[config.mk]
export PLATFORM = sky130hd
export DESIGN_NAME = qss_divu
export DESIGN_NICKNAME = d
export VERILOG_FILES = /design/src/rtl/qss_pkg.sv /design/src/rtl/qss_divu.sv
export SDC_FILE = /design/constraint.sdc
export NUM_CORES = 1
export LEC_CHECK = 0
export ABC_AREA = 1
export BUFFER_PORTS_ARGS = -buffer_cell sky130_fd_sc_hd__buf_2
export CORE_ASPECT_RATIO = 1.2
export CORE_UTILIZATION = 60
export CTS_CLUSTER_SIZE = 20
export DETAILED_ROUTE_END_ITERATION = 10
export PLACE_DENSITY = 0.93
export SLEW_MARGIN = 10
export SYNTH_ARGS = -nofsm -noshare
export SYNTH_HDL_FRONTEND = slang
export SYNTH_SLANG_ARGS = --single-unit
[constraint.sdc]
create_clock -name i_clk -period 5.7 [get_ports i_clk]
set_input_delay 0.285 -clock i_clk [delete_from_list [all_inputs] [get_ports i_clk]]
set_output_delay 0.285 -clock i_clk [all_outputs]
set_load 0.01 [all_outputs]
[src/rtl/qss_pkg.sv]
// ============================================================================
// qss_pkg : shared types and constants of the quaternion slerp smoother
// Payload structs, fixed-point constants and the CORDIC arctangent table.
// ============================================================================
package qss_pkg;

    localparam int RATE_W   = 17;       // Q1.16 rate, 65536 = 1.0
    localparam int COMP_W   = 16;       // Q2.14 quaternion component
    localparam int IDX_W    = 4;
    localparam int DIV_DW   = 64;       // divider dividend / quotient width
    localparam int DIV_SW   = 32;       // divider divisor width
    localparam int SQ_VW    = 64;       // square root operand width
    localparam int SQ_RW    = 32;       // square root result width
    localparam int CORDIC_W = 36;
    localparam int CORDIC_N = 30;

    localparam logic [RATE_W-1:0] RATE_ONE   = 17'd65536;
    localparam logic [RATE_W-1:0] RATE_RESET = 17'd32768;
    localparam logic signed [COMP_W-1:0] Q14_ONE = 16'sd16384;
    localparam logic signed [32:0] NLERP_DOT = 33'sd268301238;   // 0.9995 in Q.28
    localparam logic signed [CORDIC_W-1:0] CORDIC_KINV = 36'sd652032874;

    typedef struct packed {
        logic [IDX_W-1:0]         tracker_index;
        logic                     tracker_valid;
        logic [RATE_W-1:0]        meas_confidence;
        logic signed [COMP_W-1:0] in_w;
        logic signed [COMP_W-1:0] in_x;
        logic signed [COMP_W-1:0] in_y;
        logic signed [COMP_W-1:0] in_z;
    } t_in_item;

    typedef struct packed {
        logic signed [COMP_W-1:0] out_w;
        logic signed [COMP_W-1:0] out_x;
        logic signed [COMP_W-1:0] out_y;
        logic signed [COMP_W-1:0] out_z;
        logic                     held;
    } t_out_item;

    typedef struct packed {
        logic signed [COMP_W-1:0] w;
        logic signed [COMP_W-1:0] x;
        logic signed [COMP_W-1:0] y;
        logic signed [COMP_W-1:0] z;
    } t_quat;

    localparam t_quat QUAT_IDENT = '{w: 16'sd16384, x: 16'sd0, y: 16'sd0, z: 16'sd0};

    // atan(2^-i) in Q.30
    localparam logic [31:0] ATAN_TAB [CORDIC_N] = '{
        32'h3243F6A8, 32'h1DAC6705, 32'h0FADBAFC, 32'h07F56EA6, 32'h03FEAB76,
        32'h01FFD55B, 32'h00FFFAAA, 32'h007FFF55, 32'h003FFFEA, 32'h001FFFFD,
        32'h000FFFFF, 32'h0007FFFF, 32'h0003FFFF, 32'h0001FFFF, 32'h0000FFFF,
        32'h00007FFF, 32'h00003FFF, 32'h00001FFF, 32'h00000FFF, 32'h000007FF,
        32'h000003FF, 32'h000001FF, 32'h000000FF, 32'h0000007F, 32'h0000003F,
        32'h0000001F, 32'h0000000F, 32'h00000008, 32'h00000004, 32'h00000002
    };

endpackage

[src/rtl/qss_divu.sv]
// ============================================================================
// qss_divu : iterative unsigned divider
// Restoring division, one quotient bit per cycle, done pulse when finished.
// ============================================================================
module qss_divu (
    input  logic                      i_clk,
    input  logic                      i_rst_n,
    input  logic                      i_start,
    input  logic [qss_pkg::DIV_DW-1:0] i_dividend,
    input  logic [qss_pkg::DIV_SW-1:0] i_divisor,
    output logic                      o_done,
    output logic [qss_pkg::DIV_DW-1:0] o_quotient
);
    import qss_pkg::*;

    localparam int CNT_W = $clog2(DIV_DW);

    logic              r_busy;
    logic              r_done;
    logic [CNT_W-1:0]  r_cnt;
    logic [DIV_SW-1:0] r_rem;
    logic [DIV_DW-1:0] r_quo;
    logic [DIV_SW-1:0] r_dvs;
    logic [DIV_SW:0]   trial;
    logic              fits;

    assign trial = {r_rem, r_quo[DIV_DW-1]};
    assign fits  = trial >= {1'b0, r_dvs};

    always_ff @(posedge i_clk) begin
        if (!i_rst_n) begin
            r_busy <= 1'b0;
            r_done <= 1'b0;
            r_cnt  <= '0;
        end else begin
            r_done <= 1'b0;
            if (i_start) begin
                r_busy <= 1'b1;
                r_cnt  <= '0;
            end else if (r_busy) begin
                r_cnt <= r_cnt + 1'b1;
                if (r_cnt == CNT_W'(DIV_DW - 1)) begin
                    r_busy <= 1'b0;
                    r_done <= 1'b1;
                end
            end
        end
    end

    always_ff @(posedge i_clk) begin
        if (i_start) begin
            r_rem <= '0;
            r_quo <= i_dividend;
            r_dvs <= i_divisor;
        end else if (r_busy) begin
            r_rem <= fits ? DIV_SW'(trial - {1'b0, r_dvs}) : DIV_SW'(trial);
            r_quo <= {r_quo[DIV_DW-2:0], fits};
        end
    end

    assign o_done     = r_done;
    assign o_quotient = r_quo;

endmodule

Word-level counts from Yosys, hierarchy flattened
Index checks and enable logic that the tools add are counted.
{"block": "totals", "word_cells": 22, "out_inout_bits": 65, "reg_bits": 136}
{"block": "classes", "order_cmp": 1, "n_eq_ne": 1, "n_mux": 7, "n_reduce_logical": 3, "bitwise_logic": 2, "addsub": 2}
{"cell": "64-bit 2-to-1 mux", "count": 2}
{"cell": "33-bit by 32-bit >= comparator with 1-bit output", "count": 1}
{"cell": "32-bit 2-to-1 mux", "count": 1}
{"cell": "32-bit subtractor", "count": 1}
{"cell": "6-bit by 1-bit adder with 6-bit output (second input constant)", "count": 1}
{"cell": "6-bit == test (second input constant)", "count": 1}
{"cell": "1-bit 2-to-1 mux", "count": 4}
{"cell": "3-bit OR reduction", "count": 1}
{"cell": "1-bit inverter", "count": 2}
{"cell": "2-bit nonzero test", "count": 1}
{"cell": "2-bit OR reduction", "count": 1}

Logic depth before layout (Yosys ltp)
{"block": "depth", "ltp_word": 4, "ltp_mapped": 16}

Worst setup path before layout
OpenSTA, ideal clock, no wires.
{"block": "synth_timing", "kind": "register to register", "from": "reg r_busy", "to": "reg r_quo[0], in the netlist o_quotient[0], enable pin", "setup_ns": 0.454, "required_time_ns": 5.246, "synth_period_minus_slack_ns": 2.985, "slack_ns": 2.715, "arrival_ns": 2.531, "path_buffers": 1, "stages_incl_launch_ff": 4, "cell_sequence": "dfxtp_1 nor2_1 inv_1 clkbuf_1"}
{"block": "synth_between", "elab_chain_len": 1}
{"item": "from (decl)", "line": "qss_divu.sv:18", "rtl": "logic r_busy;"}
{"item": "from (signal assigned)", "line": "qss_divu.sv:32", "rtl": "r_busy <= 1'b0;"}
{"item": "from (signal assigned)", "line": "qss_divu.sv:38", "rtl": "r_busy <= 1'b1;"}
{"item": "from (signal assigned)", "line": "qss_divu.sv:43", "rtl": "r_busy <= 1'b0;"}
{"item": "2-bit nonzero test (no line)"}
{"item": "to (signal assigned)", "line": "qss_divu.sv:53", "rtl": "r_quo <= i_dividend;"}
{"item": "to (signal assigned)", "line": "qss_divu.sv:57", "rtl": "r_quo <= {r_quo[DIV_DW-2:0], fits};"}
{"item": "to (decl)", "line": "qss_divu.sv:22", "rtl": "logic [DIV_DW-1:0] r_quo;"}
Every way passes these cells.
A chain may end at the register's enable or synchronous reset.

Worst setup path after layout
{"block": "layout_timing", "from": "reg r_dvs[30]", "to": "reg r_rem[15]"}
{"block": "layout_between", "elab_chain_len": 2}
{"item": "from (decl)", "line": "qss_divu.sv:23", "rtl": "logic [DIV_SW-1:0] r_dvs;"}
{"item": "from (signal assigned)", "line": "qss_divu.sv:54", "rtl": "r_dvs <= i_divisor;"}
{"item": "33-bit by 32-bit >= comparator with 1-bit output", "line": "qss_divu.sv:28", "rtl": "assign fits = trial >= {1'b0, r_dvs};"}
{"item": "32-bit 2-to-1 mux", "line": "qss_divu.sv:56", "rtl": "r_rem <= fits ? DIV_SW'(trial - {1'b0, r_dvs}) : DIV_SW'(trial);"}
{"item": "to (signal assigned)", "line": "qss_divu.sv:56"}
{"item": "to (decl)", "line": "qss_divu.sv:21", "rtl": "logic [DIV_SW-1:0] r_rem;"}
Every way passes these cells.

==> metrics.sh <==
VIAS=7619
END_KIND='flip-flop'
TIMING.CRITICAL_PATH.BUF_INV=2
DRT_PRE_ANTENNA_ITERS=5
SYNTH_CELL_TYPES=31
TIMING_WORST_SETUP_PATH_TYPE='flip-flop to flip-flop'
FP.DIEH_UM=129
DIODE_COUNT=0
GRT_FIRST_PASS_WIRELENGTH_MM=34.8
CP_CELL_SEQUENCE='inv_1 -> ha_1 -> a21oi_1 -> nor2_1 -> nor3_1 -> nand3_2 -> nor2_4 -> buf_4 -> nand2_4 -> nand2_1 -> nand3_1 -> o21ai_1'
FLOORPLAN.DIE.WIDTH_UM=108
GRTUSAGETOTAL_PCT=32.9
WORSTPATHMAXFANOUT=32
PERIOD_MINUS_SLACK_PS=2950
WORST_EP_REQUIRED_TIME_PS=6050
PATH_DELAY_FAMILY='simple AND/OR/NAND/NOR gates'
POST-ROUTE-DRC-COUNT=0
HP-CLASS='primary input to flip-flop'
PORT_BUFFERS=163
SYNTHDOMINANTCELLAREASHARE_PCT=35.7
VIAS_PER_CELL=5.29
WORST_IR_DROP_VDD_mV=0.215
STDCELL_COUNT=1441
LEADING_POST_SYNTHESIS_CELLS_BY_CELL_AREA='sky130_fd_sc_hd__edfxtp_1 (36%), sky130_fd_sc_hd__nand2_1 (23%), sky130_fd_sc_hd__dfxtp_1 (9.9%)'
SETUP-TNS-FINAL_PS=0
SYNTH_TOP_FLOP_CELL='sky130_fd_sc_hd__edfxtp_1'
CTS-ROOT-BUF='sky130_fd_sc_hd__clkbuf_16'
GP_ROUTABILITY_CONGESTION=0.940
TIMING.HOLD.WORST.START='i_divisor[12]'
HPWLAFTERDP_MM=15.9
PLACED_CELLS_INCL_TAPS=1409
SLEW_VIOLATIONS=0
DETAILEDPLACE.WORSTSLACK_PS=2820
GRT_START_MAX_NET_PINS=69
POWER_DENSITY_nW_PER_UM2=270
RESULT_OF_THE_RUN='complete, no violations'
GRT_PASS1_VIAS=7447
TIMING.CRITICAL_PATH.ARRIVAL_PS=3300
AREAGROWTHSYNTHTOFINISH_PCT=18.5
GRT.OVERFLOW.TOTAL=0
MULTIINPUTGATEAREA_UM2=3580
MAXCAPVIOLATIONS=0
TOP_ACHIEVABLE_CLOCK_SPEED_MHz=339
SYNTH.TOP_CELLS.BY_COUNT='sky130_fd_sc_hd__nand2_1 (486), sky130_fd_sc_hd__inv_1 (174), sky130_fd_sc_hd__edfxtp_1 (96)'
CLK_TRANSITION_REPORTED_PATHS_PS=60
TOTAL_POWER_mW=2.58
REGTOREGSTARTPOINT='r_dvs[30]'
CTS_SINKS=136
EFFECTIVE_UTILIZATION_AT_FLOORPLAN_PCT=61.2
NUMBER_OF_ENABLE_FLIP_FLOP_CELLS_AFTER_SYNTHESIS=96
ANT_NETS=0
CRIT_START='r_dvs[30]'
WHS_PS=28.8
INSERTION_DELAY_PS=430
FP.DIEAREA_UM2=13900
SYNTH_SEQ_AREA_SHARE_PCT=45.7
POSTSYNTHREGISTERBITS=136
POST-CTS-SETUP-BUFFERS=0
AREA_OF_THE_PLACEABLE_CORE_UM2=13200
YOSYS.AREA.TOP_TYPE='sky130_fd_sc_hd__edfxtp_1'
LAYOUT.FILLER_CELLS=1021
WIRE_LENGTH_AFTER_DETAILED_ROUTING_MM=21.8
LEAKAGE_nW=5.14
POST_CTS_RESIZED=0
SYNTH_CELLS=1102
SYN_NETS=1235
TIMING.FINAL.CRIT_SHARE_PCT=51.7
GRT_SETUP_UNREPAIRED='no'
IO-PIN-COUNT=164
CTS_TREE='yes'
ROUTEDWLPERCELL_UM=15.1
SYNTH.MOST_COMMON_CELL='sky130_fd_sc_hd__nand2_1'
SETUP.WORST_PATH.START_CLASS='flip-flop'
WORST_SLEW_MARGIN_REL_PCT=29.8
SYN-MEAN-INSTANCE-AREA_UM2=7.32
YS_WARN_COUNT=0
SYNTH_ASYNC_SR_FLOP_SHARE_PCT=0
CRITPATHMAXSTAGEDELAY_PS=370
FINAL.SETUP_SKEW_PS=8.49
FINALWORSTSETUPSLACK_PS=2750
CRITICAL_PATH.SLOWEST_CELL='sky130_fd_sc_hd__ha_1'
SYN_AREA_UM2=8070
CTSHOLDBUFFERS=0
FP-ROW-COUNT=46
FIN_NETS=1393
CTS_HTREE_LEVELS=4
SETUP_VIOL=0
TIGHTEST_SLEW_PS=1050
ANTENNA_FOUND_INITIAL=0
SEQ_AREA_UM2=3680
REPORT.FINAL.HOLD_VIOL_COUNT=0
CLOCKBUFFERDEPTH=2
POST_ROUTE_CELLS_DRIVE_ABOVE_1_SHARE_PCT=17.0
CTS-BUFFERS-INSERTED=17
FIRST_ITER_VIOLATIONS=522
[layout make-up]
class | count | area share (%)
well taps | 168 | 2.20
flip-flops and latches | 136 | 38.5
repair buffers | 168 | 8.96
inverters | 174 | 6.83
clock inverters | 14 | 1.47
clock buffers | 18 | 4.49
multi-input cells | 763 | 37.5
[worst paths after layout]
kind / slack (ps) / depth (start not counted) / to
min: 30 / 1 / r_dvs[12]
min reg2reg: 470 / 2 / r_rem[22]
max reg2reg: 2750 / 12 / r_rem[15]
max: 2750 / 12 / r_rem[15]
[power breakdown]
group	switching (mW)	total [mW]	internal, mW	leakage (nW)
logic	0.200	0.316	0.116	3.58
registers	0.0389	1.18	1.14	1.29
clock network	0.468	1.08	0.611	0.269
[through the flow]
stage | util (%) | instance area (um^2)
after floorplan | - | 8070
after global placement | 68.2 | 8990
after detailed placement | 68.2 | 8990
after CTS | 72.5 | 9560
after global routing | 72.5 | 9560
final | 72.5 | 9560
[registers in the layout, indices dropped and copies added, names as in the netlist]
signal,count
o_quotient,64
r_dvs,32
r_rem,32
r_cnt,6
o_done,1
r_busy,1
[cells in the final DEF, fill, tap and decap left out, drive strengths merged, types with 13 or more instances in the layout]
cell type	count
nand3b	20
ha	33
nor2	54
inv	180
buf	168
edfxtp	96
xnor2	13
o21ai	22
nand3	82
a21oi	23
clkbuf	18
dfxtp	40
nand2	493
[per-layer routing]
metal  vias up  track usage, %  share of wire [%]  routed length, um
li1       3752               -                  -                  -
met1      3441            37.4                 38               8290
met2       351            56.7                 50              10800
met3        75            7.29                7.8               1700
met4         0            19.4                4.4                968
met5         -               0                  0                  0
[cell families (layout without fill, tap and decap cells)]
logic type / count (synthesis) / in the layout / share of synthesized area [%]
AOI/OAI and AO/OA: 51 / 51 / 3.32
xor gates and xnor gates: 14 / 14 / 1.52
adders and majority gates: 34 / 34 / 5.37
buffers and inverters: 203 / 374 / 9.90
DFF: 136 / 136 / 45.7
and+or+nand+nor: 664 / 664 / 34.2
Note: power is estimated with default switching activity, not from simulation.
