$ cat src/rtl/qss_pkg.sv
// ============================================================================
// qss_pkg : shared types and constants of the quaternion slerp smoother
// Payload structs, fixed-point constants and the CORDIC arctangent table.
// ============================================================================
package qss_pkg;

    localparam int RATE_W   = 17;       // Q1.16 rate, 65536 = 1.0
    localparam int COMP_W   = 16;       // Q2.14 quaternion component
    localparam int IDX_W    = 4;
    localparam int DIV_DW   = 64;       // divider dividend / quotient width
    localparam int DIV_SW   = 32;       // divider divisor width
    localparam int SQ_VW    = 64;       // square root operand width
    localparam int SQ_RW    = 32;       // square root result width
    localparam int CORDIC_W = 36;
    localparam int CORDIC_N = 30;

    localparam logic [RATE_W-1:0] RATE_ONE   = 17'd65536;
    localparam logic [RATE_W-1:0] RATE_RESET = 17'd32768;
    localparam logic signed [COMP_W-1:0] Q14_ONE = 16'sd16384;
    localparam logic signed [32:0] NLERP_DOT = 33'sd268301238;   // 0.9995 in Q.28
    localparam logic signed [CORDIC_W-1:0] CORDIC_KINV = 36'sd652032874;

    typedef struct packed {
        logic [IDX_W-1:0]         tracker_index;
        logic                     tracker_valid;
        logic [RATE_W-1:0]        meas_confidence;
        logic signed [COMP_W-1:0] in_w;
        logic signed [COMP_W-1:0] in_x;
        logic signed [COMP_W-1:0] in_y;
        logic signed [COMP_W-1:0] in_z;
    } t_in_item;

    typedef struct packed {
        logic signed [COMP_W-1:0] out_w;
        logic signed [COMP_W-1:0] out_x;
        logic signed [COMP_W-1:0] out_y;
        logic signed [COMP_W-1:0] out_z;
        logic                     held;
    } t_out_item;

    typedef struct packed {
        logic signed [COMP_W-1:0] w;
        logic signed [COMP_W-1:0] x;
        logic signed [COMP_W-1:0] y;
        logic signed [COMP_W-1:0] z;
    } t_quat;

    localparam t_quat QUAT_IDENT = '{w: 16'sd16384, x: 16'sd0, y: 16'sd0, z: 16'sd0};

    // atan(2^-i) in Q.30
    localparam logic [31:0] ATAN_TAB [CORDIC_N] = '{
        32'h3243F6A8, 32'h1DAC6705, 32'h0FADBAFC, 32'h07F56EA6, 32'h03FEAB76,
        32'h01FFD55B, 32'h00FFFAAA, 32'h007FFF55, 32'h003FFFEA, 32'h001FFFFD,
        32'h000FFFFF, 32'h0007FFFF, 32'h0003FFFF, 32'h0001FFFF, 32'h0000FFFF,
        32'h00007FFF, 32'h00003FFF, 32'h00001FFF, 32'h00000FFF, 32'h000007FF,
        32'h000003FF, 32'h000001FF, 32'h000000FF, 32'h0000007F, 32'h0000003F,
        32'h0000001F, 32'h0000000F, 32'h00000008, 32'h00000004, 32'h00000002
    };

endpackage

$ cat src/rtl/qss_isqrt.sv
// ============================================================================
// qss_isqrt : iterative integer square root
// Floor square root, one result bit per cycle, done pulse when finished.
// ============================================================================
module qss_isqrt (
    input  logic                     i_clk,
    input  logic                     i_rst_n,
    input  logic                     i_start,
    input  logic [qss_pkg::SQ_VW-1:0] i_value,
    output logic                     o_done,
    output logic [qss_pkg::SQ_RW-1:0] o_root
);
    import qss_pkg::*;

    localparam int CNT_W = $clog2(SQ_RW);

    logic             r_busy;
    logic             r_done;
    logic [CNT_W-1:0] r_cnt;
    logic [SQ_VW-1:0] r_v;
    logic [SQ_VW-1:0] r_r;
    logic [SQ_VW-1:0] r_mask;
    logic [SQ_VW:0]   cand;
    logic             take;

    assign cand = {1'b0, r_r} + {1'b0, r_mask};
    assign take = {1'b0, r_v} >= cand;

    always_ff @(posedge i_clk) begin
        if (!i_rst_n) begin
            r_busy <= 1'b0;
            r_done <= 1'b0;
            r_cnt  <= '0;
        end else begin
            r_done <= 1'b0;
            if (i_start) begin
                r_busy <= 1'b1;
                r_cnt  <= '0;
            end else if (r_busy) begin
                r_cnt <= r_cnt + 1'b1;
                if (r_cnt == CNT_W'(SQ_RW - 1)) begin
                    r_busy <= 1'b0;
                    r_done <= 1'b1;
                end
            end
        end
    end

    always_ff @(posedge i_clk) begin
        if (i_start) begin
            r_v    <= i_value;
            r_r    <= '0;
            r_mask <= SQ_VW'(1) << (SQ_VW - 2);
        end else if (r_busy) begin
            if (take) begin
                r_v <= r_v - SQ_VW'(cand);
                r_r <= (r_r >> 1) + r_mask;
            end else begin
                r_r <= r_r >> 1;
            end
            r_mask <= r_mask >> 2;
        end
    end

    assign o_done = r_done;
    assign o_root = r_r[SQ_RW-1:0];

endmodule

$ cat config.mk
export PLATFORM = sky130hd
export DESIGN_NAME = qss_isqrt
export DESIGN_NICKNAME = d
export VERILOG_FILES = /design/src/rtl/qss_pkg.sv /design/src/rtl/qss_isqrt.sv
export SDC_FILE = /design/constraint.sdc
export NUM_CORES = 1
export LEC_CHECK = 0
export ABC_AREA = 1
export ABC_CLOCK_PERIOD_IN_PS = 5320
export BUFFER_PORTS_ARGS = -buffer_cell sky130_fd_sc_hd__clkbuf_2
export CAP_MARGIN = 20
export CORE_UTILIZATION = 40
export CTS_CLUSTER_DIAMETER = 40
export DETAILED_ROUTE_END_ITERATION = 7
export SLEW_MARGIN = 20
export SYNTH_ARGS = -nofsm -noshare
export SYNTH_HDL_FRONTEND = slang
export SYNTH_SLANG_ARGS = --single-unit
$ cat constraint.sdc
create_clock -name i_clk -period 5.32 [get_ports i_clk]
set_input_delay 0.266 -clock i_clk [delete_from_list [all_inputs] [get_ports i_clk]]
set_output_delay 0.266 -clock i_clk [all_outputs]
set_load 0.1 [all_outputs]
# --- Yosys cells after proc, flatten, opt, wreduce, memory -nomap -nowiden ---
# Index checks and enable logic that the tools add are counted.
totals:
  in_bits: 67
  out_inout_bits: 33
  ff_bits: 167
op_classes:
  n_reduce_logical: 5
  bitwise: 2
  add_sub_neg: 4
  mux: 8
  magnitude_cmp: 1
  eq_ne: 1
ops:
  columns: ["op", "count"]
  rows:
  - ["64-bit 2-to-1 mux", 4]
  - ["64-bit by 63-bit adder with 65-bit output", 1]
  - ["64-bit by 65-bit greater-or-equal comparator with 1-bit output", 1]
  - ["63-bit by 63-bit adder with 64-bit output", 1]
  - ["64-bit subtractor", 1]
  - ["5-bit by 1-bit adder with 5-bit output (second input constant)", 1]
  - ["5-bit == test (second input constant)", 1]
  - ["1-bit 2-to-1 mux", 4]
  - ["2-bit nonzero test", 2]
  - ["3-bit OR reduction", 1]
  - ["1-bit NOT", 2]
  - ["2-bit AND reduction", 1]
  - ["2-bit OR reduction", 1]

# --- Longest topological paths before layout ---
depth:
  depth_word: 5
  depth_mapped: 33

# --- Least setup slack after synthesis ---
# No wires, ideal clock.
synth_timing:
  path_type: "register to register"
  start: "register r_r[4]"
  end: "register r_v[0] (enable)"
  stages_incl_launch_ff: 27
  t_required_ns: 4.896
  setup_time_ns: 0.424
  t_arrival_ns: 5.067
  slack_ns: -0.170
  cell_sequence: "dfxtp_1 > ha_1 > nand2_1 > o21ai_1 > nor2_1 > o21ai_1 > a21oi_1 > inv_1 > a21o_1 > a21boi_1 > o21ai_0 > xor2_1 > ha_1 > nand2_1 > nor2_1 > inv_1 > nor2_1 > nand2_1 > nor2_1 > nand2_1 > nand3_1 > nand3_2 > nand2_2 > buf_6 > buf_6 > nand2_1 > nand2_1"
synth_via:
  elab_chain_len: 4
synth_lines:
  columns: ["element", "line", "rtl"]
  rows:
  - ["from (decl)", "qss_isqrt.sv:21", "logic [SQ_VW-1:0] r_r;"]
  - ["from (signal assigned)", "qss_isqrt.sv:57", "r_r <= (r_r >> 1) + r_mask;"]
  - ["from (signal assigned)", "qss_isqrt.sv:59", "r_r <= r_r >> 1;"]
  - ["64-bit by 63-bit adder with 65-bit output", "qss_isqrt.sv:26", "assign cand = {1'b0, r_r} + {1'b0, r_mask};"]
  - ["64-bit by 65-bit greater-or-equal comparator with 1-bit output", "qss_isqrt.sv:27", "assign take = {1'b0, r_v} >= cand;"]
  - ["2-bit nonzero test (no line)", null, null]
  - ["2-bit AND reduction (no line)", null, null]
  - ["to (signal assigned)", "qss_isqrt.sv:51", "r_v <= i_value;"]
  - ["to (signal assigned)", "qss_isqrt.sv:56", "r_v <= r_v - SQ_VW'(cand);"]
  - ["to (decl)", "qss_isqrt.sv:20", "logic [SQ_VW-1:0] r_v;"]
# Every way passes these cells.
# A chain may end at the register's enable or synchronous reset.

# --- Worst setup path in the final report ---
layout_timing:
  start: "register r_mask[0]"
  end: "register r_v[37] (enable)"
layout_via:
  elab_chain_len: 4
layout_lines:
  columns: ["element", "line", "rtl"]
  rows:
  - ["from (decl)", "qss_isqrt.sv:22", "logic [SQ_VW-1:0] r_mask;"]
  - ["from (signal assigned)", "qss_isqrt.sv:53", "r_mask <= SQ_VW'(1) << (SQ_VW - 2);"]
  - ["from (signal assigned)", "qss_isqrt.sv:61", "r_mask <= r_mask >> 2;"]
  - ["64-bit by 63-bit adder with 65-bit output", "qss_isqrt.sv:26", null]
  - ["64-bit by 65-bit greater-or-equal comparator with 1-bit output", "qss_isqrt.sv:27", null]
  - ["2-bit nonzero test (no line)", null, null]
  - ["2-bit AND reduction (no line)", null, null]
# Every way passes these cells.

==> key figures <==
Layout
  • Most common cell after layout, fill and taps aside: nand2_1
  • # nets final: between 3,000 and 4,000
  • Fillers: between 4,000 and 5,000
  • Most frequent cells in the layout: nand2_1, inv_1, nor2_1
  • Diodes inserted: 0
  • Layout cells sized above 1: 0.0753
  • Synthesis-to-layout area growth: 10.0%
  • Storage cell area: ~4000 um2
  • Area of the multi-input gates: approximately 13,000 um2

Route
  • Residual DRC: 0
  • WL final: between 70,000 and 80,000 um
  • Routed Antenna Nets: 0
  • Routed wire per std cell: 19.6 um
  • Initial DRT Pass Iterations: 5
  • Initial drt markers: 1,772
  • Via density: roughly 5.5
  • Via count: between 20,000 and 25,000

Clock tree
  • Clk sink count: between 150 and 200
  • TritonCTS Buffers: 17
  • Clock slew at reported path FFs: 0.07 ns
  • Root buf cell: clkbuf_16
  • Worst-Skew Late Latency: roughly 0.5 ns
  • CTS H-tree depth: 4
  • Clk buf depth: 2
  • TritonCTS clock tree: built

STA
  • Max-slew violations: 0
  • Setup TNS: 0 ns
  • Hold WS: about 0.042 ns
  • Tcrit/Tclk final: 0.935
  • Final hold vios: 0
  • Fmax: between 0.2 and 0.25 GHz
  • Final min period: between 4 and 5 ns
  • Clk_skew: 0.0142 ns
  • Worst-Margin Slew: slightly above 1 ns
  • Final setup viols: 0
  • Unrepaired setup endpoints after global routing: no
  • Slew HR: 0.322

Yosys
  • Combined area of all synthesized cells: approximately 19,000 um2
  • Syn Area/Cell: around 6 um2
  • Synth async-reset ratio: 0
  • Mapped Cells: around 3,100
  • Yosys warns: 0
  • Sequential area share after synthesis: 0.213
  • Post-synth EDFFs: 64
  • Post-synthesis cell type count: 50
  • #FFs+latches synth: 167
  • Synthesized net count: ~3,300
  • Top_reg_cell synth: dfxtp_1

Run
  • Max-cap viol count: 0

Floorplan
  • Die X: around 220 um
  • Initial cell density of the core: 0.409
  • Site Rows: slightly below 80
  • I/O pins: 100
  • Die Ht: between 200 and 250 um
  • Core Area: 45,800 um2
  • Die footprint: approximately 48,000 um2

Global route
  • Largest net degree at the start of global routing: 87
  • Vias in the first global route: 19,900
  • Overflow after GRT: 0
  • Initial antenna violation count: 0
  • Overall Global Routing Usage: 0.314
  • First-pass GRT wire length: 113,000 um

Worst setup path
  • Crit-path max FO: 21
  • CP required: ~5.5 ns
  • CP Launch Type: flop
  • WP data arrival: about 5.2 ns
  • Crit. End Element: flop
  • CP Class: flop to flop

Placed design
  • Dpl hpwl: 60,800 um
  • PortBufs: a little under 100
  • RePlAce Congestion: ~1.1

Min path
  • Hold crit path type: input port to flop

Status
  • Outcome: finished, final reports clean

Power
  • Worst vdd ir: 0.000232 V
  • Design Power: approximately 9.2 mW
  • Power density cells: approximately 450 nW/um2
  • P_leak: 8.94 nW
-- Yosys cell counts, types with 7 or more instances --
library cell | instances | area share
or2_2 | 24 | 0.0080
a21o_1 | 22 | 0.0088
a21oi_1 | 246 | 0.066
nand4_1 | 39 | 0.013
nor2_1 | 398 | 0.080
buf_1 | 8 | 0.0016
nand2_2 | 7 | 0.0023
xnor2_1 | 49 | 0.023
clkbuf_1 | 48 | 0.0096
nand3b_1 | 12 | 0.0048
nand2_1 | 781 | 0.16
a31oi_1 | 14 | 0.0047
inv_1 | 414 | 0.083
edfxtp_1 | 64 | 0.10
a21boi_0 | 7 | 0.0028
nor3_1 | 34 | 0.0091
buf_4 | 33 | 0.013
o21ai_0 | 219 | 0.059
xor2_1 | 77 | 0.036
nor4_1 | 9 | 0.0030
o21ai_1 | 18 | 0.0048
o21bai_1 | 26 | 0.010
ha_1 | 132 | 0.088
dfxtp_1 | 103 | 0.11
nand3_1 | 263 | 0.070
buf_2 | 11 | 0.0029
-- per-layer routing --
layer  global-route usage  wire [um]
met4                0.145       3330
met3               0.0475       4610
met2                0.486      32900
met1                0.425      33800
met5                    0          0
-- cell families (layout without fill, tap and decap cells) --
kind of cell	count (synthesis)	in the layout	synth area share
XOR/XNOR	126	126	0.0589
buffers and inverters	525	615	0.115
flip-flops	167	167	0.213
AND/OR/NAND/NOR	1574	1574	0.350
adder cells (fa/ha/maj)	133	133	0.0892
AO/OA/AOI/OAI	597	597	0.175
-- state kept, by name, summed over array words and instances (netlist names) --
signal  cells
r_r        64
r_busy      1
r_mask     32
r_cnt       5
r_v        64
o_done      1
-- power by group --
part	switching [mW]	internal [mW]	leakage, nW	total (mW)
clock network	0.616	0.750	0.303	1.37
registers	0.241	1.72	1.49	1.96
logic	4.01	1.87	7.15	5.88
-- final cells by class --
cell class | instances | share of cell area
clock buffer | 21 | 0.0233
clock inverter | 11 | 0.00656
inverter | 420 | 0.0765
multi-input combinational | 2430 | 0.612
sequential | 167 | 0.193
tap | 600 | 0.0364
timing repair buffer | 163 | 0.0517
-- final timing paths --
path / from / endpoint / slack, ns / depth (start not counted)
worst min register to register: r_cnt[4]$_SDFFE_PP0P_ / r_cnt[4]$_SDFFE_PP0P_ / 0.47 / 2
worst max register to register: r_mask[0]$_SDFFE_PP0P_ / r_v[37]$_DFFE_PP_ / 0.35 / 27
worst min-delay path: i_value[60] / r_v[60]$_DFFE_PP_ / 0.04 / 3
worst max-delay path: r_mask[0]$_SDFFE_PP0P_ / r_v[37]$_DFFE_PP_ / 0.35 / 27
-- critical path: stages (launching register included) --
cell and delay (ns):
dfxtp_1 0.36, ha_1 0.19, ha_1 0.19, nand3_1 0.10
or2_2 0.29, nand2_1 0.10, nand2_1 0.06, o21ai_0 0.12
buf_4 0.21, a31oi_1 0.12, o21ai_0 0.21, buf_4 0.17
xnor2_1 0.11, ha_1 0.42, nand2_1 0.12, nor2_1 0.17
nand2_1 0.19, nor3_1 0.19, buf_4 0.18, nand4_1 0.18
nand2_1 0.10, nand3_1 0.09, nand2_2 0.10, nor2_4 0.05
nand2_2 0.10, nand2_1 0.08, nand2_2 0.22, clkbuf_16 0.27
-- what timing repair did --
item | 4_1_cts | 5_1_grt
endpoints found under the setup margin | 0 | 128
resized for setup | 0 | 5
hold endpoints to repair | 3 | 0
hold buffers | 3 | 0
buffers inserted | 0 | 0
-- stage by stage --
stage	std cells	utilization	instance area, um2	worst slack [ns]
after floorplan	3122	-	18700	0.445
after global placement	3776	0.435	19900	0.283
after detailed placement	3776	0.435	19900	0.249
after CTS	3811	0.450	20600	0.228
after global routing	3812	0.450	20600	0.0148
final	3812	0.450	20600	0.345
Note: power is estimated with default switching activity, not from simulation.
